<file path="src/hpk_pkg.sv">
`timescale 1ns / 1ps

package hpk_pkg;

  // Table size; only entries that have a weight register exist
  localparam int NUM_ENTRIES = 4;
  localparam int WEIGHT_REGS = 4;
  localparam int ENTRIES     = (NUM_ENTRIES < WEIGHT_REGS) ? NUM_ENTRIES : WEIGHT_REGS;

  localparam int ENT_W    = 64;
  localparam int SEQ_W    = 32;
  localparam int CHANCE_W = 7;
  localparam int WEIGHT_W = 16;
  localparam int TOTAL_W  = 18;
  localparam int ROLL_W   = 14;
  localparam int INDEX_W  = 2;
  localparam int CFG_IDX_W = 3;

  // Register indexes of the configuration port
  localparam logic [CFG_IDX_W-1:0] REG_CHANCE  = 3'd0;
  localparam logic [CFG_IDX_W-1:0] REG_WEIGHT0 = 3'd1;

  localparam logic [63:0] MIX_GAMMA  = 64'h9e3779b97f4a7c15;
  localparam logic [63:0] MIX_M1     = 64'hbf58476d1ce4e5b9;
  localparam logic [63:0] MIX_M2     = 64'h94d049bb133111eb;
  localparam logic [31:0] SEQ_OFFSET = 32'h85ebca6b;

  localparam logic [13:0] CHANCE_RANGE = 14'd100;
  localparam logic [13:0] ACTION_RANGE = 14'd10000;

  typedef struct packed {
    logic                       valid;
    logic [1:0][ENT_W-1:0]      mix;
  } hpk_mix_t;

  typedef struct packed {
    logic              valid;
    logic              pass;
    logic [ROLL_W-1:0] roll;
  } hpk_roll_t;

  typedef struct packed {
    logic              valid;
    logic              pass;
    logic [ROLL_W-1:0] cursor;
  } hpk_cursor_t;

endpackage

</file>
<file path="src/hpk_divmod.sv">
`timescale 1ns / 1ps

module hpk_divmod (
  input  logic                          clk,
  input  logic                          rst,
  input  logic                          en,
  input  hpk_pkg::hpk_roll_t            roll_in,
  input  logic [hpk_pkg::TOTAL_W-1:0]   total,
  output hpk_pkg::hpk_cursor_t          cursor_out
);
  import hpk_pkg::*;

  localparam int STEPS = 5;
  localparam int NSTAGE = (ROLL_W + STEPS - 1) / STEPS;

  logic [NSTAGE-1:0] vld;
  logic [NSTAGE-1:0] pass;
  logic [ROLL_W-1:0] rem      [NSTAGE];
  logic [ROLL_W-1:0] rem_next [NSTAGE];

  // Restoring remainder, STEPS quotient bits per stage, top bit first
  always_comb begin
    logic [ROLL_W-1:0] tmp;
    logic [31:0]       sh;
    for (int s = 0; s < NSTAGE; s++) begin
      tmp = (s == 0) ? roll_in.roll : rem[(s == 0) ? 0 : s - 1];
      for (int b = ROLL_W - 1; b >= 0; b--) begin
        sh = 32'(total) << b;
        if ((ROLL_W - 1 - b) / STEPS == s && 32'(tmp) >= sh) begin
          tmp = ROLL_W'(32'(tmp) - sh);
        end
      end
      rem_next[s] = tmp;
    end
  end

  always_ff @(posedge clk) begin
    if (rst) begin
      vld <= '0;
    end else if (en) begin
      vld <= {vld[NSTAGE-2:0], roll_in.valid};
    end
  end

  always_ff @(posedge clk) begin
    if (en) begin
      pass <= {pass[NSTAGE-2:0], roll_in.pass};
      for (int s = 0; s < NSTAGE; s++) begin
        rem[s] <= rem_next[s];
      end
    end
  end

  assign cursor_out.valid  = vld[NSTAGE-1];
  assign cursor_out.pass   = pass[NSTAGE-1];
  assign cursor_out.cursor = rem[NSTAGE-1];

endmodule

</file>
<file path="config.mk">
export PLATFORM = sky130hd
export DESIGN_NAME = hpk_divmod
export DESIGN_NICKNAME = d
export VERILOG_FILES = /design/src/hpk_pkg.sv /design/src/hpk_divmod.sv
export SDC_FILE = /design/constraint.sdc
export NUM_CORES = 1
export LEC_CHECK = 0
export BUFFER_PORTS_ARGS = -buffer_cell sky130_fd_sc_hd__buf_4
export CORE_ASPECT_RATIO = 2
export CORE_MARGIN = 1
export CORE_UTILIZATION = 33
export CTS_CLUSTER_SIZE = 28
export DETAILED_ROUTE_END_ITERATION = 16
export SYNTH_ARGS = -nofsm -noshare
export SYNTH_HDL_FRONTEND = slang
export SYNTH_SLANG_ARGS = --single-unit
export TNS_END_PERCENT = 5
</file>
<file path="constraint.sdc">
create_clock -name clk -period 14.9 [get_ports clk]
set_input_delay 2.235 -clock clk [delete_from_list [all_inputs] [get_ports clk]]
set_output_delay 2.235 -clock clk [all_outputs]
set_load 0.005 [all_outputs]
</file>
==> impl_results.md <==
- Status: completed
- WL/cell: 19.3 um
- Synthesized instance count: 859
- Die Y: 216 um
- FF+latch count, synth: 48
- Most used DFF post-synth: edfxtp_1
- Synth warnings: 0
- Share of layout cells above drive strength 1: 15.7%
- TritonCTS Sinks: 48
- Post-route design area: 8380 um2
- Met1 WL: 7300 um
- Largest net degree at the start of global routing: 49
- Number of H-tree levels: 2
- F_max: 79.4 MHz
- Initial Utilization: 33.5%
- Syn nets: 1014
- Die Area: 23600 um2
- Root buf cell: clkbuf_16
- # resized after CTS: 0
- FILL cells: 2379
- Uppermost routed layer: met4
- Core ar.: 22600 um2
- Post-synthesis sequential area ratio: 18.6%
- Setup crit start kind: primary input
- FF/Latch Area: 1410 um2
- Worst-Margin Slew: 927 ps
- Critical Path End Type: flop
- Pre-CTS setup slack: 2110 ps
- Vias in the first global route: 7276
- Vias: 6838
- Total routed wirelength: 22900 um
- I/O pins: 53
- First-pass GRT wire length: 35900 um
- Syn Area/Cell: 8.82 um2
- Data arrival, critical path: 12650 ps
- Synthesized cell area: 7580 um2
- Post-synth top area share: 17.8%
- PD cells: 67.4 nW/um2
- Num CTS Buffers: 5
- N_diodes: 0
- Area Overhead vs Synth: 10.6%
- Clock buffer depth: 2
- Hold Buf Count CTS: 0
- Fin Clk Skew: 10.6 ps
- Critical path class: primary input to flop
- WHS: 428 ps
- Highest cell delay on the worst timing path: 780 ps
- Worst Path Required: 14950 ps
- RSZ-0062 raised after global routing: false
- Area contributors post-synth: edfxtp_1 (18%), ha_1 (17%), mux2_2 (7.3%)
- Max IR drop VDD: 0.0000497 V
- TritonRoute pass-1 iters: 7
- Critical-path top delay cell: a211oi_1
- Top post-synthesis cells by count: ha_1 (105), nor2_1 (67), inv_1 (66), mux2_2 (49), a21oi_1 (47)
- Post-route setup TNS: 0 ps
- Non-Filler Instances: 1185
- Fin nets: 1059
- Chip width: 109 um
- Count leader, synth: ha_1
- Final period utilization: 84.5%
- Placed Area: 8240 um2
- Number of max-cap violations: 0
- Overflow after GRT: 0
- CP max FO: 12
- FP Rows: 78
- Worst slew margin: 37.4%
- Setup Viol. Count Final: 0
- Cell variety after synth: 75
- Post-synth EDFFs: 45
- Max-slew violation count: 0
- Area of the multi-input gates: 5770 um2
- WL met3: 683 um
- Number of DRC markers in iteration 0: 270
- Clk Latency, worst-skew pair: 310 ps
- Static leakage: 3.62 nW
- Fin. Hold Viols: 0
- Post-CTS Setup Repair Bufs: 0
- Wire length on met2: 12800 um
- Cell total after placement: 1177
- Final Worst Setup Slack: 2300 ps
- Ys async rst share: 0%
- Most used cell, CP: o21ai_0
- Port Buffer Count: 52
- Detailed Place HPWL: 19000 um
- Initial antenna violation count: 0
- GPL Wtd Cong: 0.887
- Hold Path Class: flop to flop
- CTS tree: built
- GRT Total Usage: 20.1%
- DRC: 0
- Worst-path clk slew: 70 ps
- Largest area contributor in the netlist: edfxtp_1
- Minimum clock period: 12600 ps
- Via-per-instance ratio: 5.77
- Final ANT Viol Nets: 0
cell families (layout without fill, tap and decap cells):
logic type / Yosys count / after routing / synth area share (%)
buffers and inverters: 89 / 135 / 5.25
DFF: 48 / 48 / 18.6
AOI/OAI and AO/OA: 222 / 222 / 20.5
and+or+nand+nor: 248 / 248 / 17.2
muxes: 74 / 74 / 10.7
xor gates and xnor gates: 60 / 60 / 6.94
adders and majority gates: 118 / 118 / 20.8
flip-flops by register name, indices dropped and copies added, names as in the netlist:
signal,flops
pass,3
rem,42
vld,3
cells in the final DEF, fill, tap and decap left out, types with 5 or more instances in the layout:
cell,synthesis,final
o31ai_1,5,5
inv_1,66,66
a21o_1,27,27
o211ai_1,9,9
nand4_1,14,14
a21oi_1,47,47
o2111ai_1,5,5
a211oi_1,9,9
a31oi_1,10,10
nand2_1,44,44
xor2_1,19,19
clkbuf_16,0,5
buf_4,16,61
or2_2,5,5
nor2b_1,17,17
o21a_1,21,21
nand3_1,19,19
nor2_1,67,67
mux2_2,49,49
and2_1,10,10
fa_1,13,13
and3_1,9,9
mux2i_1,23,23
nand2b_1,15,15
xnor2_1,41,41
ha_1,105,105
a31o_2,5,5
o21bai_1,5,5
and4_1,6,6
edfxtp_1,45,45
o21ai_0,33,33
nor3_1,21,21
critical path, delay by kind of cell:
family,cells,cell delay (ps)
AO/OA/AOI/OAI,20,5050
adder cells (fa/ha/maj),5,1920
multiplexers,4,1510
AND/OR/NAND/NOR,5,1020
buffers and inverters,5,900
metrics by stage:
step / util (%) / power [mW]
2_1_floorplan: - / 0.373
3_3_place_gp: 36.4 / 0.445
3_5_place_dp: 36.4 / 0.448
4_1_cts: 37.0 / 0.569
5_1_grt: 37.0 / 0.604
6_report: 37.0 / 0.564
where the power goes:
part	total [mW]	switching, mW	internal, mW
clock	0.117	0.0551	0.0621
sequential	0.166	0.00660	0.159
combinational	0.281	0.157	0.124
total	0.564	0.219	0.345
path summary, 6_finish.rpt:
check        depth (start not counted)    endpoint  startpoint  slack (ps)
max                                 39  rem[0][22]    total[2]        2300
min                                  0     pass[2]     pass[1]         430
max reg2reg                         35  rem[0][22]   rem[0][1]        3840
min reg2reg                          0     pass[2]     pass[1]         430
area by class of cell:
| type | count | area share, % |
|---|---|---|
| inverter | 66 | 2.96 |
| clock inverter | 3 | 0.224 |
| timing repair buffer | 61 | 5.47 |
| tap | 280 | 4.18 |
| multi-input combinational | 722 | 68.8 |
| sequential | 48 | 16.8 |
| clock buffer | 5 | 1.49 |
routing by layer:
layer | track usage [%] | vias to the layer above
met3 | 2.17 | 111
met4 | 17.2 | 0
met1 | 17.5 | 3230
li1 | - | 3301
met5 | 0 | -
met2 | 39.0 | 196
Power figures use the tool's default switching activity.
